[src/hdl/tcw_pkg.sv]
// Shared constants, types and codes for the text console writer.
package tcw_pkg;

    localparam int COLUMNS    = 80;
    localparam int ROWS       = 25;
    localparam int CELL_COUNT = ROWS * COLUMNS;

    localparam int COL_W  = $clog2(COLUMNS);
    localparam int ROW_W  = $clog2(ROWS);
    localparam int CUR_W  = $clog2(CELL_COUNT);
    localparam int IDX_W  = 11;
    localparam int CHAR_W = 8;
    localparam int ATTR_W = 8;
    localparam int CELL_W = CHAR_W + ATTR_W;

    localparam int DIV_K     = 20;
    localparam int DIV_RECIP = (1 << DIV_K) / COLUMNS;
    localparam int PROD_W    = IDX_W + DIV_K;
    localparam int MUL_W     = IDX_W + COL_W + 1;

    localparam logic [CHAR_W-1:0] NEWLINE_CODE = 8'h0a;
    localparam logic [ATTR_W-1:0] BLANK_ATTR   = 8'h0f;
    localparam logic [ATTR_W-1:0] ATTR_RESET   = 8'h0f;

    typedef enum logic [1:0] {
        FUNC_WRITE     = 2'd0,
        FUNC_BACKSPACE = 2'd1,
        FUNC_CLEAR     = 2'd2,
        FUNC_READ      = 2'd3
    } t_func;

    typedef struct packed {
        t_func             func;
        logic [CHAR_W-1:0] char_code;
        logic              in_range;
        logic [ROW_W-1:0]  row;
        logic [COL_W-1:0]  col;
    } t_op;

endpackage

[src/hdl/tcw_queue.sv]
// Two-entry request queue between intake and execution.
module tcw_queue (
    input  logic         i_clk,
    input  logic         i_rst_n,
    input  logic         i_push,
    input  tcw_pkg::t_op i_push_op,
    output logic         o_full,
    input  logic         i_pop,
    output tcw_pkg::t_op o_pop_op,
    output logic         o_empty
);

    tcw_pkg::t_op r_entry [0:1];
    logic         r_wr_ptr;
    logic         r_rd_ptr;
    logic [1:0]   r_count;

    assign o_full   = (r_count == 2'd2);
    assign o_empty  = (r_count == 2'd0);
    assign o_pop_op = r_entry[r_rd_ptr];

    always_ff @(posedge i_clk) begin
        if (!i_rst_n) begin
            r_wr_ptr <= 1'b0;
            r_rd_ptr <= 1'b0;
            r_count  <= 2'd0;
        end else begin
            if (i_push) r_wr_ptr <= !r_wr_ptr;
            if (i_pop)  r_rd_ptr <= !r_rd_ptr;
            case ({i_push, i_pop})
                2'b10:   r_count <= r_count + 2'd1;
                2'b01:   r_count <= r_count - 2'd1;
                default: r_count <= r_count;
            endcase
        end
    end

    always_ff @(posedge i_clk) begin
        if (i_push) r_entry[r_wr_ptr] <= i_push_op;
    end

endmodule

[config.mk]
export PLATFORM = sky130hd
export DESIGN_NAME = tcw_queue
export DESIGN_NICKNAME = d
export VERILOG_FILES = /design/src/hdl/tcw_pkg.sv /design/src/hdl/tcw_queue.sv
export SDC_FILE = /design/constraint.sdc
export NUM_CORES = 1
export LEC_CHECK = 0
export ABC_CLOCK_PERIOD_IN_PS = 2600
export BUFFER_PORTS_ARGS = -buffer_cell sky130_fd_sc_hd__buf_4
export CAP_MARGIN = 30
export CORE_AREA = 2 2 79 88
export DETAILED_ROUTE_END_ITERATION = 8
export DIE_AREA = 0 0 81 90
export HOLD_SLACK_MARGIN = 0.06
export SYNTH_ARGS = -nofsm -noshare
export SYNTH_HDL_FRONTEND = slang
export SYNTH_SLANG_ARGS = --single-unit
export TNS_END_PERCENT = 30
[constraint.sdc]
create_clock -name i_clk -period 2.6 [get_ports i_clk]
set_input_delay 0.52 -clock i_clk [delete_from_list [all_inputs] [get_ports i_clk]]
set_output_delay 0.52 -clock i_clk [all_outputs]
set_load 0.02 [all_outputs]
Yosys cells after proc, flatten, opt, wreduce, memory -nomap -nowiden
Memories as Yosys holds them, arrays and structs flattened. A register that Yosys moved wholly into a read port is not among the register bits.
Cells that the tools add are included.
Storage, ports and cells
  bits of input ports: 27
  RAM bits: 46
  memories kept: 1
  flip-flop bits (word level): 4
  output and inout bits: 25
  logic and storage cells: 18
Operators by class
  add/sub/neg operators: 2
  reduce and logical (&&, ||, !) cells: 4
  eq/ne operators: 3
  multiplexer cells: 5
Memories
  r_entry: depth 2, width 23, rd ports 1, clocked after memory_dff 1, wr ports 1, RTL line tcw_queue.sv:13  | tcw_pkg::t_op r_entry [0:1];
Operator list (number)
  2-bit == test, second input constant: 2
  1-bit two-way mux: 4
  2-bit case mux with 2 select lines: 1
  2-bit by 1-bit adder with 2-bit output, second input constant: 1
  2-bit by 1-bit == test with 1-bit output, second input constant: 1
  1-bit logical NOT: 2
  2-bit logical NOT: 1
  2-bit nonzero test: 1
  2-bit by 1-bit subtractor with 2-bit output, second input constant: 1

Logic depth before layout (Yosys ltp)
  depth in word-level cells: 3
  mapped depth: 5
  gate-level depth less buffers: 5

Least setup slack after synthesis
No wires, ideal clock.
  path type: input to register
  from: input port i_push
  to: memory r_entry[0][0] in the netlist's numbering (enable)
  path buffers: 0
  library setup time: 405 ps
  data required time: 2195 ps
  arrival time: 1579 ps
  cell stages on the path: 2
  setup slack: 617 ps
  cell sequence: inv_1 nor2_1
Between the ends
  cells in the longest elaborated chain, start to end: 2
RTL lines
  from (decl): RTL line tcw_queue.sv:5  | input logic i_push,
  1-bit two-way mux: RTL line tcw_queue.sv:39  | if (i_push) r_entry[r_wr_ptr] <= i_push_op;
  1-bit two-way mux (implied by the code): RTL line tcw_queue.sv:39
  to (decl): RTL line tcw_queue.sv:13
Every way passes these cells.

==> metrics.md <==
| Metric | Value |
|---|---|
| Die height | 90 microns |
| List of most frequent post-synthesis cells | edfxtp_1 (46), mux2_2 (23), dfxtp_1 (5), and2_1 (4) |
| Die span in x | 81 microns |
| Core Area | 6440 sq um |
| Max-cap violations | 0 |
| Total GRT Usage | about a tenth |
| Most frequent cell after synthesis | edfxtp_1 |
| Avg Synthesized Cell Area | approximately 20 sq um |
| Iter 0 DRT Violations | 43 |
| Worst skew pair latency | 290 ps |
| Maximum clock rate | 531 MHz |
| Cell depth of the worst setup path | 3 |
| Buf/Inv on CP | 2 |
| Area Growth Syn to Fin | 35.1% |
| Total power | roughly 1900 uW |
| Crit Path Class | reg2out |
| Post-synth EDFFs | 46 |
| Total Die Area | 7290 sq um |
| Crit Reg-Reg Startpoint | r_count[0]$_SDFFE_PN0P_ |
| Fin. Hold Viols | 0 |
| Critical path's slowest cell | mux2_2 |
| Cell family with most CP delay | buffers and inverters |
| HP Start | i_push_op[16] |
| Grt ovf | 0 |
| Worst Path Arrival | 1360 ps |
| Synth area leaders | edfxtp_1 (74%), mux2_2 (14%), dfxtp_1 (5.4%) |
| Layout Nets | about 180 |
| Non-Filler Instances | 238 |
| Setup_tns | 0 ps |
| Maximum fanout along the worst path | 12 |
| Clock-pin slew on the worst setup and hold paths | 90 ps |
| Dpl cells | 230 |
| CTS tree | built |
| Crit path capture type | output port |
| Cts-stage hold buffer count | 0 |
| Max stage delay on crit path | 360 ps |
| ANT cells | 0 |
| Layout cells sized above 1 | a little under three fifths |
| # DRC | 0 |
| Core Rows | 31 |
| Critical path startpoint category | flop |
| Reg2Reg Depth | 3 |
| H-tree Lvls | 2 |
| FILL cells | 619 |
| # IOs | 52 |
| Seq/Total Area, Yosys | 79.4% |
| # setup viols final | 0 |
| Class of the worst hold path | in2reg |
| Yosys warns | 0 |
| Synthesized flop and latch total | ~50 |
| Async SR Flop Fraction | 0% |
| Worst hold path depth | 1 |
| Drt pass-1 iters | 3 |
| Number of vias per cell | 4.22 |
| CP required | 2080 ps |
| Clock sink total | 51 |
| Number of buffers created by CTS | 5 |
| Initial Utilization | 29.0% |
| Synthesized area | 1870 sq um |
| Status | finished, final reports clean |
| Cts repair resizes | 0 |
| Slew Viols, Final | 0 |
| Initial antenna violation count | 0 |
| Post-synth top area cell | edfxtp_1 |
| CTS max path bufs | 2 |
| Static leakage | 0.000952 uW |
| Yosys top cell area share | between 70 and 80% |
| Via count | approximately 1k |
| CP most frequent cell | buf_4 |
| Dpl hpwl | 2.47 mm |
| Clock Tree Root | clkbuf_8 |
| Max-Slew Margin vs Limit | 85.9% |
| PortBufs | roughly 50 |
| Power Density | 734 nW/um^2 |
| Vias in the first global route | 1081 |
| Top_reg_cell synth | edfxtp_1 |
| Post-CTS Setup Bufs | 0 |
| Worst slew pin tran | 209 ps |
| Global-route wire length before repair | 5.22 mm |
| Final worst-path cycle share | slightly above 70% |
| Fin crit period | 1880 ps |
| Netlist cell types | 16 |
| Total Wirelength | 3.34 mm |
| Syn Inst Count | between 90 and 100 |
| RSZ-0062 raised after global routing | no |
| Pin count of the biggest net entering global routing | 16 |
| GPL Wtd Cong | 0.673 |
| Clk_skew | 6.83 ps |
| Synthesized Nets | 121 |
| VDD IR max | 0.375 mV |
| DR WL/cell | 14.0 microns |
| Final ANT Viol Nets | 0 |
| Cells along the critical path | buf_4 > mux2_2 > buf_4 |
## metrics by stage
| step | hold WS, ps | util (%) | instance area, sq um | setup slack [ps] |
|---|---|---|---|---|
| 2_1_floorplan | 466 | - | 1870 | 617 |
| 3_3_place_gp | 476 | 37.1 | 2390 | 1050 |
| 3_5_place_dp | 561 | 37.1 | 2390 | 1000 |
| 4_1_cts | 393 | 39.2 | 2520 | 684 |
| 5_1_grt | 385 | 39.2 | 2520 | 648 |
| 6_report | 408 | 39.2 | 2520 | 715 |
## report_power, final
group	internal (uW)	switching (uW)
Clock	384	241
Sequential	942	14.8
Combinational	136	132
Total	1460	388
## per-layer routing
metal | global-route usage, % | share of wire [%] | up-vias | wire length, microns
met5 | 0 | 0 | - | 0
met4 | 3.81 | 1.3 | 0 | 42
met3 | 4.52 | 8.9 | 4 | 296
met2 | 16.3 | 53 | 34 | 1770
met1 | 9.79 | 37 | 492 | 1230
li1 | - | - | 475 | -
## flip-flops by register name, summed over array words and instances (netlist names), named ones only
signal,count
r_rd_ptr,1
r_wr_ptr,1
r_entry,46
r_count,2
## cell families after synthesis
logic type / Yosys count / share of synthesized area (%)
flip-flops: 51 / 79.4
adder cells (fa/ha/maj): 1 / 0.670
buffers and inverters: 3 / 0.737
XOR/XNOR: 3 / 1.41
multiplexers: 23 / 13.9
AND/OR/NAND/NOR: 9 / 2.88
AO/OA/AOI/OAI: 3 / 1.07
## area by class of cell
class | instances | area [sq um] | share of cell area, %
Inverter | 1 | 3.75 | 0.149
Tap cell | 82 | 103 | 4.07
Multi-Input combinational cell | 39 | 374 | 14.8
Sequential cell | 51 | 1480 | 58.7
Timing Repair Buffer | 57 | 428 | 17.0
Clock inverter | 2 | 60.1 | 2.38
Clock buffer | 6 | 72.6 | 2.88
## cell usage in the layout, fill, tap and decap left out, types with 2 or more instances in the layout
cell       synthesis  layout
buf_4              0      57
edfxtp_1          46      46
mux2_2            23      23
dfxtp_1            5       5
clkbuf_8           0       5
and2_1             4       4
xnor2_1            2       2
bufinv_16          0       2
## worst paths after layout
check	slack, ps	end
max reg2reg	1530	r_count[1]$_SDFFE_PN0P_
min reg2reg	560	r_count[1]$_SDFFE_PN0P_
min	410	r_entry[0][16]$_DFFE_PP_
max	720	o_pop_op[16]
## worst register-to-register path, delay by kind of cell, from the launching register on
kind,cells,cell delay [ps]
flops,1,420
simple gates,1,310
compound gates,1,150
xor+xnor,1,120
Note: power is estimated with default switching activity, not from simulation.
