**config.mk**
```make
export PLATFORM = sky130hd
export DESIGN_NAME = tcw_front
export DESIGN_NICKNAME = d
export VERILOG_FILES = /design/src/hdl/tcw_pkg.sv /design/src/hdl/tcw_front.sv
export SDC_FILE = /design/constraint.sdc
export NUM_CORES = 1
export LEC_CHECK = 0
export BUFFER_PORTS_ARGS = -buffer_cell sky130_fd_sc_hd__clkbuf_2
export CAP_MARGIN = 20
export CELL_PAD_IN_SITES_DETAIL_PLACEMENT = 0
export CELL_PAD_IN_SITES_GLOBAL_PLACEMENT = 1
export CORE_MARGIN = 10
export CORE_UTILIZATION = 42
export CTS_CLUSTER_SIZE = 40
export DETAILED_ROUTE_END_ITERATION = 16
export GPL_ROUTABILITY_DRIVEN = 0
export HOLD_SLACK_MARGIN = 0.1
export PLACE_DENSITY_LB_ADDON = 0.1
export SKIP_LAST_GASP = 1
export SYNTH_ARGS = -nofsm -noshare
export SYNTH_HDL_FRONTEND = slang
export SYNTH_SLANG_ARGS = --single-unit
```
**constraint.sdc**
```tcl
create_clock -name i_clk -period 4.47 [get_ports i_clk]
set_input_delay 1.1175 -clock i_clk [delete_from_list [all_inputs] [get_ports i_clk]]
set_output_delay 1.1175 -clock i_clk [all_outputs]
set_load 0.02 [all_outputs]
```
**src/hdl/tcw_pkg.sv**
```systemverilog
// Shared constants, types and codes for the text console writer.
package tcw_pkg;

    localparam int COLUMNS    = 80;
    localparam int ROWS       = 25;
    localparam int CELL_COUNT = ROWS * COLUMNS;

    localparam int COL_W  = $clog2(COLUMNS);
    localparam int ROW_W  = $clog2(ROWS);
    localparam int CUR_W  = $clog2(CELL_COUNT);
    localparam int IDX_W  = 11;
    localparam int CHAR_W = 8;
    localparam int ATTR_W = 8;
    localparam int CELL_W = CHAR_W + ATTR_W;

    localparam int DIV_K     = 20;
    localparam int DIV_RECIP = (1 << DIV_K) / COLUMNS;
    localparam int PROD_W    = IDX_W + DIV_K;
    localparam int MUL_W     = IDX_W + COL_W + 1;

    localparam logic [CHAR_W-1:0] NEWLINE_CODE = 8'h0a;
    localparam logic [ATTR_W-1:0] BLANK_ATTR   = 8'h0f;
    localparam logic [ATTR_W-1:0] ATTR_RESET   = 8'h0f;

    typedef enum logic [1:0] {
        FUNC_WRITE     = 2'd0,
        FUNC_BACKSPACE = 2'd1,
        FUNC_CLEAR     = 2'd2,
        FUNC_READ      = 2'd3
    } t_func;

    typedef struct packed {
        t_func             func;
        logic [CHAR_W-1:0] char_code;
        logic              in_range;
        logic [ROW_W-1:0]  row;
        logic [COL_W-1:0]  col;
    } t_op;

endpackage

```
**src/hdl/tcw_front.sv**
```systemverilog
// Request intake: latches a request and splits the read cell index into row and column.
module tcw_front (
    input  logic                      i_clk,
    input  logic                      i_rst_n,
    input  logic                      i_in_valid,
    output logic                      o_in_stall,
    input  logic [1:0]                i_func,
    input  logic [7:0]                i_char_code,
    input  logic [10:0]               i_cell_index,
    output logic                      o_push,
    output tcw_pkg::t_op              o_push_op,
    input  logic                      i_full
);

    typedef enum logic [2:0] {
        F_IDLE = 3'b001,
        F_MUL  = 3'b010,
        F_PUSH = 3'b100
    } t_fstate;

    t_fstate                        r_state, n_state;
    tcw_pkg::t_func                 r_func;
    logic [tcw_pkg::CHAR_W-1:0]     r_char;
    logic [tcw_pkg::IDX_W-1:0]      r_idx;
    logic [tcw_pkg::IDX_W-1:0]      r_qest;

    logic [tcw_pkg::PROD_W-1:0]     w_prod;
    logic [tcw_pkg::MUL_W-1:0]      w_mul;
    logic [tcw_pkg::MUL_W-1:0]      w_rem;
    logic                           w_fix;
    logic                           w_accept;

    assign w_accept   = i_in_valid && (r_state == F_IDLE);
    assign o_in_stall = (r_state != F_IDLE);

    assign w_prod = tcw_pkg::PROD_W'(r_idx) * tcw_pkg::PROD_W'(tcw_pkg::DIV_RECIP);
    assign w_mul  = tcw_pkg::MUL_W'(r_qest) * tcw_pkg::MUL_W'(tcw_pkg::COLUMNS);
    assign w_rem  = tcw_pkg::MUL_W'(r_idx) - w_mul;
    assign w_fix  = (w_rem >= tcw_pkg::MUL_W'(tcw_pkg::COLUMNS));

    always_comb begin
        o_push_op.func      = r_func;
        o_push_op.char_code = r_char;
        o_push_op.in_range  = (int'(r_idx) < tcw_pkg::CELL_COUNT);
        o_push_op.row       = tcw_pkg::ROW_W'(r_qest + tcw_pkg::IDX_W'(w_fix));
        o_push_op.col       = w_fix ? tcw_pkg::COL_W'(w_rem - tcw_pkg::MUL_W'(tcw_pkg::COLUMNS))
                                    : tcw_pkg::COL_W'(w_rem);
    end

    assign o_push = (r_state == F_PUSH) && !i_full;

    always_comb begin
        n_state = r_state;
        unique case (r_state)
            F_IDLE: begin
                if (w_accept) n_state = F_MUL;
            end
            F_MUL: begin
                n_state = F_PUSH;
            end
            F_PUSH: begin
                if (!i_full) n_state = F_IDLE;
            end
            default: n_state = F_IDLE;
        endcase
    end

    always_ff @(posedge i_clk) begin
        if (!i_rst_n) begin
            r_state <= F_IDLE;
        end else begin
            r_state <= n_state;
        end
    end

    always_ff @(posedge i_clk) begin
        if (w_accept) begin
            r_func <= tcw_pkg::t_func'(i_func);
            r_char <= i_char_code;
            r_idx  <= i_cell_index;
        end
        if (r_state == F_MUL) begin
            r_qest <= w_prod[tcw_pkg::DIV_K +: tcw_pkg::IDX_W];
        end
    end

endmodule

```
Yosys cells after proc, flatten, opt, wreduce, memory -nomap -nowiden
Cells that the tools add are included.
{ "totals": {"out_inout_bits": 25, "ff_bits": 29, "elab_cells": 26, "in_bits": 25} }
{ "op_classes": {"add_sub_neg": 3, "n_reduce_logical": 4, "eq_ne": 6, "n_mul": 2, "mux": 4, "order_cmp": 2} }
{ "ops": {"columns": ["op", "n"], "rows": [
  ["$mul A11 B14 Y25 const B", 1],
  ["$ge A19 B7 Y1 const B", 1],
  ["$sub A11 B12 Y13", 1],
  ["$lt A11 B11 Y1 const B", 1],
  ["$pmux W3 S3", 1],
  ["$mul A5 B3 Y8 const B", 1],
  ["$mux W7", 1],
  ["$sub A7 B7 Y7 const B", 1],
  ["$mux W3", 2],
  ["$add A5 B1 Y5", 1],
  ["$ne A2 B2 Y1 const B", 2],
  ["$eq A3 B1 Y1 const B", 1],
  ["$eq A3 B2 Y1 const B", 1],
  ["$eq A3 B3 Y1 const B", 1],
  ["$ne A3 B1 Y1 const B", 1],
  ["$logic_and A1 B1 Y1", 2],
  ["$reduce_and A2 Y1", 1],
  ["$logic_not A1 Y1", 1]
]} }

Longest topological paths before layout
{ "depth": {"ltp_word": 4, "depth_mapped": 18, "ltp_nobuf": 18} }

Worst setup path before layout
Ideal clock, no wire load.
{ "synth_path": {"kind": "flip-flop to output port", "start": "reg r_qest[2] (netlist name)", "end": "out o_push_op[9] (netlist name)", "arrival_ns": 3.645, "required_time_ns": 3.353, "path_stages_with_launch": 15, "slack_ns": -0.293, "path_buffers": 0, "path_cell_list": "edfxtp_1 -> ha_1 -> ha_1 -> a21o_1 -> a21oi_1 -> xnor2_1 -> ha_1 -> or4b_1 -> nand3_1 -> a311oi_1 -> nor4_4 -> inv_1 -> ha_1 -> ha_1 -> xor2_1"} }
{ "synth_rtl": {"columns": ["item", "line_no", "source"], "rows": [
  ["start: declaration", "tcw_front.sv:25", "logic [tcw_pkg::IDX_W-1:0] r_qest;"],
  ["start signal: assignment", "tcw_front.sv:83", "r_qest <= w_prod[tcw_pkg::DIV_K +: tcw_pkg::IDX_W];"],
  ["end: declaration", "tcw_front.sv:11", "output tcw_pkg::t_op o_push_op,"]
]} }

==> metrics.cfg <==
[placement]
dpl_cell_area_um2=4290
port_buffers=49
dp_hpwl_mm=7.22
post-place-cells=542
dp_slack_ps=-235

[route]
drc=0
viasPerCell=4.94
wl_per_cell_um=15.6
drt_wl_total_mm=8.89
firstDrtPassIters=4
drtIter0Drc=105
vias=2816
ant_nets=0

[cells_and_area]
num-fill-cells=725
drive_gt1_share_pct=35.7
final_nets=600
antenna-diode-count=0
final_cell_area_um2=4880
stdcell_count=570
final_cell_mix=70 x inv_1, 68 x ha_1, 57 x buf_4
syn_to_final_growth_pct=36.1
final_common_cell=inv_1

[clock_network]
clk_latency_ps=280
cts_tree=built
holdBufCountCts=0
clock_path_buffers=2
clkTransAtPathRegs_ps=80
htreeDepth=2
root_buffer=clkbuf_8
cts_made_buffers=5
cts_num_sinks=29

[timing]
maxSlewHeadroom_pct=28.8
fin_skew_ps=8.42
setup_viol=8
slew_violations=0
finalCritPeriodShare_pct=111
worst_pin_slew_ps=1070
setup_slack_ps=-472
fin_crit_ps=4940
rsz0062_at_grt=yes
hold_viol_final=0
max_freq_mhz=202

[floorplanning]
boundaryPins=50
die_area_um2=12600
coreArea_um2=8260
die_y_um=112
start_util_pct=43.5
std_cell_rows=33
die_width_um=112

[setup_path]
cp-start-kind=flop
arrival_ps=3820
critPathBufInv=3
slowest_stage=or4b_1
cp-end-kind=primary output
max_stage_delay_ps=480
setup.worst_path.class=flop to primary output
critPathMaxFanout=2
critPathTopFamily=adder cells
path_cells=ha_4 > ha_4 > fa_2 > xnor2_2 > ha_1 > buf_4 > or4b_1 > nand3_2 > a311oi_2 > nor4_4 > inv_2 > ha_4 > ha_4 > nand3_4 > xnor2_4 > buf_8
crit_path_frequent_cell=ha_4
rrSetupSlack_ps=10
required_ps=3350

[synth]
synth_seq_cells=29
synth_cells=354
mappedNetlistArea_um2=3590
synth_top_area_share_pct=28.9
seq_area_frac_synth_pct=23.4
avgSynthCellArea_um2=10.1
synthTopCellsByArea=ha_1 29%, edfxtp_1 22%, fa_1 16%, inv_1 7.8%, a21oi_1 2.5%
yosys.area.top_type=ha_1
ys_types=40
yosysWarnings=0
synth.net_count=490

[power]
p_leak_nw=2.37
power_density_nw_per_um2=502
peakVddDrop_mv=0.320

[global_route]
grt_first_pass_wirelength_mm=14.1
antenna_found_initial=0
grt_max_degree=23
grt_pass1_vias=2925
grt_remaining_overflow=0
grt_usage_pct=13.5

[run_status]
violations=setup timing
status=complete, but fails checks

[worst_hold_path]
hold_path.class=flop to flop

[job]
drv_cap=0

-- stage by stage --
step / hold slack, ps / TNS, ps / total power [W] / util [%]
6_report: 521 / -2480 / 0.00245 / 59.2
5_1_grt: 557 / -3640 / 0.00272 / 59.2
4_1_cts: 525 / -2490 / 0.00228 / 55.8
3_5_place_dp: 514 / -1440 / 0.00195 / 52.0
3_3_place_gp: 519 / -1090 / 0.00195 / 52.0
2_1_floorplan: 488 / -45.6 / 0.00147 / -
-- cell families after synthesis --
group                      after synthesis  share of synthesized area (%)
xor gates and xnor gates                15                           3.66
AOI/OAI and AO/OA                       55                           9.86
muxes                                    1                          0.279
adders and majority gates              111                           44.5
DFF                                     29                           23.4
and+or+nand+nor                         64                           9.55
buffers and inverters                   79                           8.68
-- cell type report --
cell class | instances | area, um2 | area share, %
Sequential cell | 29 | 841 | 17.2
Timing Repair Buffer | 107 | 751 | 15.4
Inverter | 75 | 282 | 5.76
Tap cell | 105 | 131 | 2.69
Clock inverter | 3 | 17.5 | 0.359
Multi-Input combinational cell | 246 | 2790 | 57.2
Clock buffer | 5 | 68.8 | 1.41
-- synth_stat cells, drive strengths merged --
master	number
inv	75
buf	4
nor4	2
and2	1
a311oi	1
fa	28
nand3b	1
o221a	1
nand4	7
a221o	1
ha	83
a2111o	1
nand2	12
nand2b	3
nor2	18
xor2	5
nor4bb	1
nor2b	1
a31oi	2
o211ai	3
xnor2	10
a21oi	18
a21o	4
o21a	3
and3	3
nand3	8
dfxtp	3
nor4b	2
and3b	1
nor3	3
mux2i	1
o221ai	2
or4b	1
o31ai	1
edfxtp	26
a211oi	6
o21ai	12
-- power by group --
group | internal (W) | switching [W]
clock | 0.000108 | 0.000112
combinational | 0.000883 | 0.00100
sequential | 0.000334 | 0.0000119
-- registers in the layout, summed over array words and instances (netlist names) --
register,cells
r_idx,11
r_func,2
r_qest,5
r_char,8
r_state,3
-- worst register-to-register path, cell delays in order (launching register included) --
cell      delay, ps
edfxtp_1        430
inv_2           100
ha_4            210
fa_1            480
fa_1            520
inv_1            50
fa_2            540
fa_1            470
ha_4            260
and3_4          180
a221o_1         350
a21oi_2         240
nand3_2         140
nor4_2          180
a211oi_1         90
-- final timing paths --
path / from / to / depth (start not counted)
worst min register to register: r_state[2]$_SDFFE_PN0P_ / r_state[2]$_SDFFE_PN0P_ / 2
worst max register to register: r_idx[5]$_DFFE_PP_ / r_qest[4]$_DFFE_PP_ / 14
worst max-delay path: r_qest[1]$_DFFE_PP_ / o_push_op[11] / 16
worst min-delay path: r_state[2]$_SDFFE_PN0P_ / r_state[2]$_SDFFE_PN0P_ / 2
-- per-layer routing --
metal | track usage (%) | share of wire, %
met5 | 0 | 0
met4 | 1.52 | 0.48
met3 | 3.51 | 3.4
met2 | 22.6 | 49
met1 | 17.4 | 47
-- what timing repair did --
| item | in CTS | in global routing |
|---|---|---|
| pin swaps | 25 | 25 |
| buffers inserted | 8 | 13 |
| endpoints found under the setup margin | 13 | 13 |
| gates resized for setup | 34 | 36 |
(Power assumes the default switching activity.)
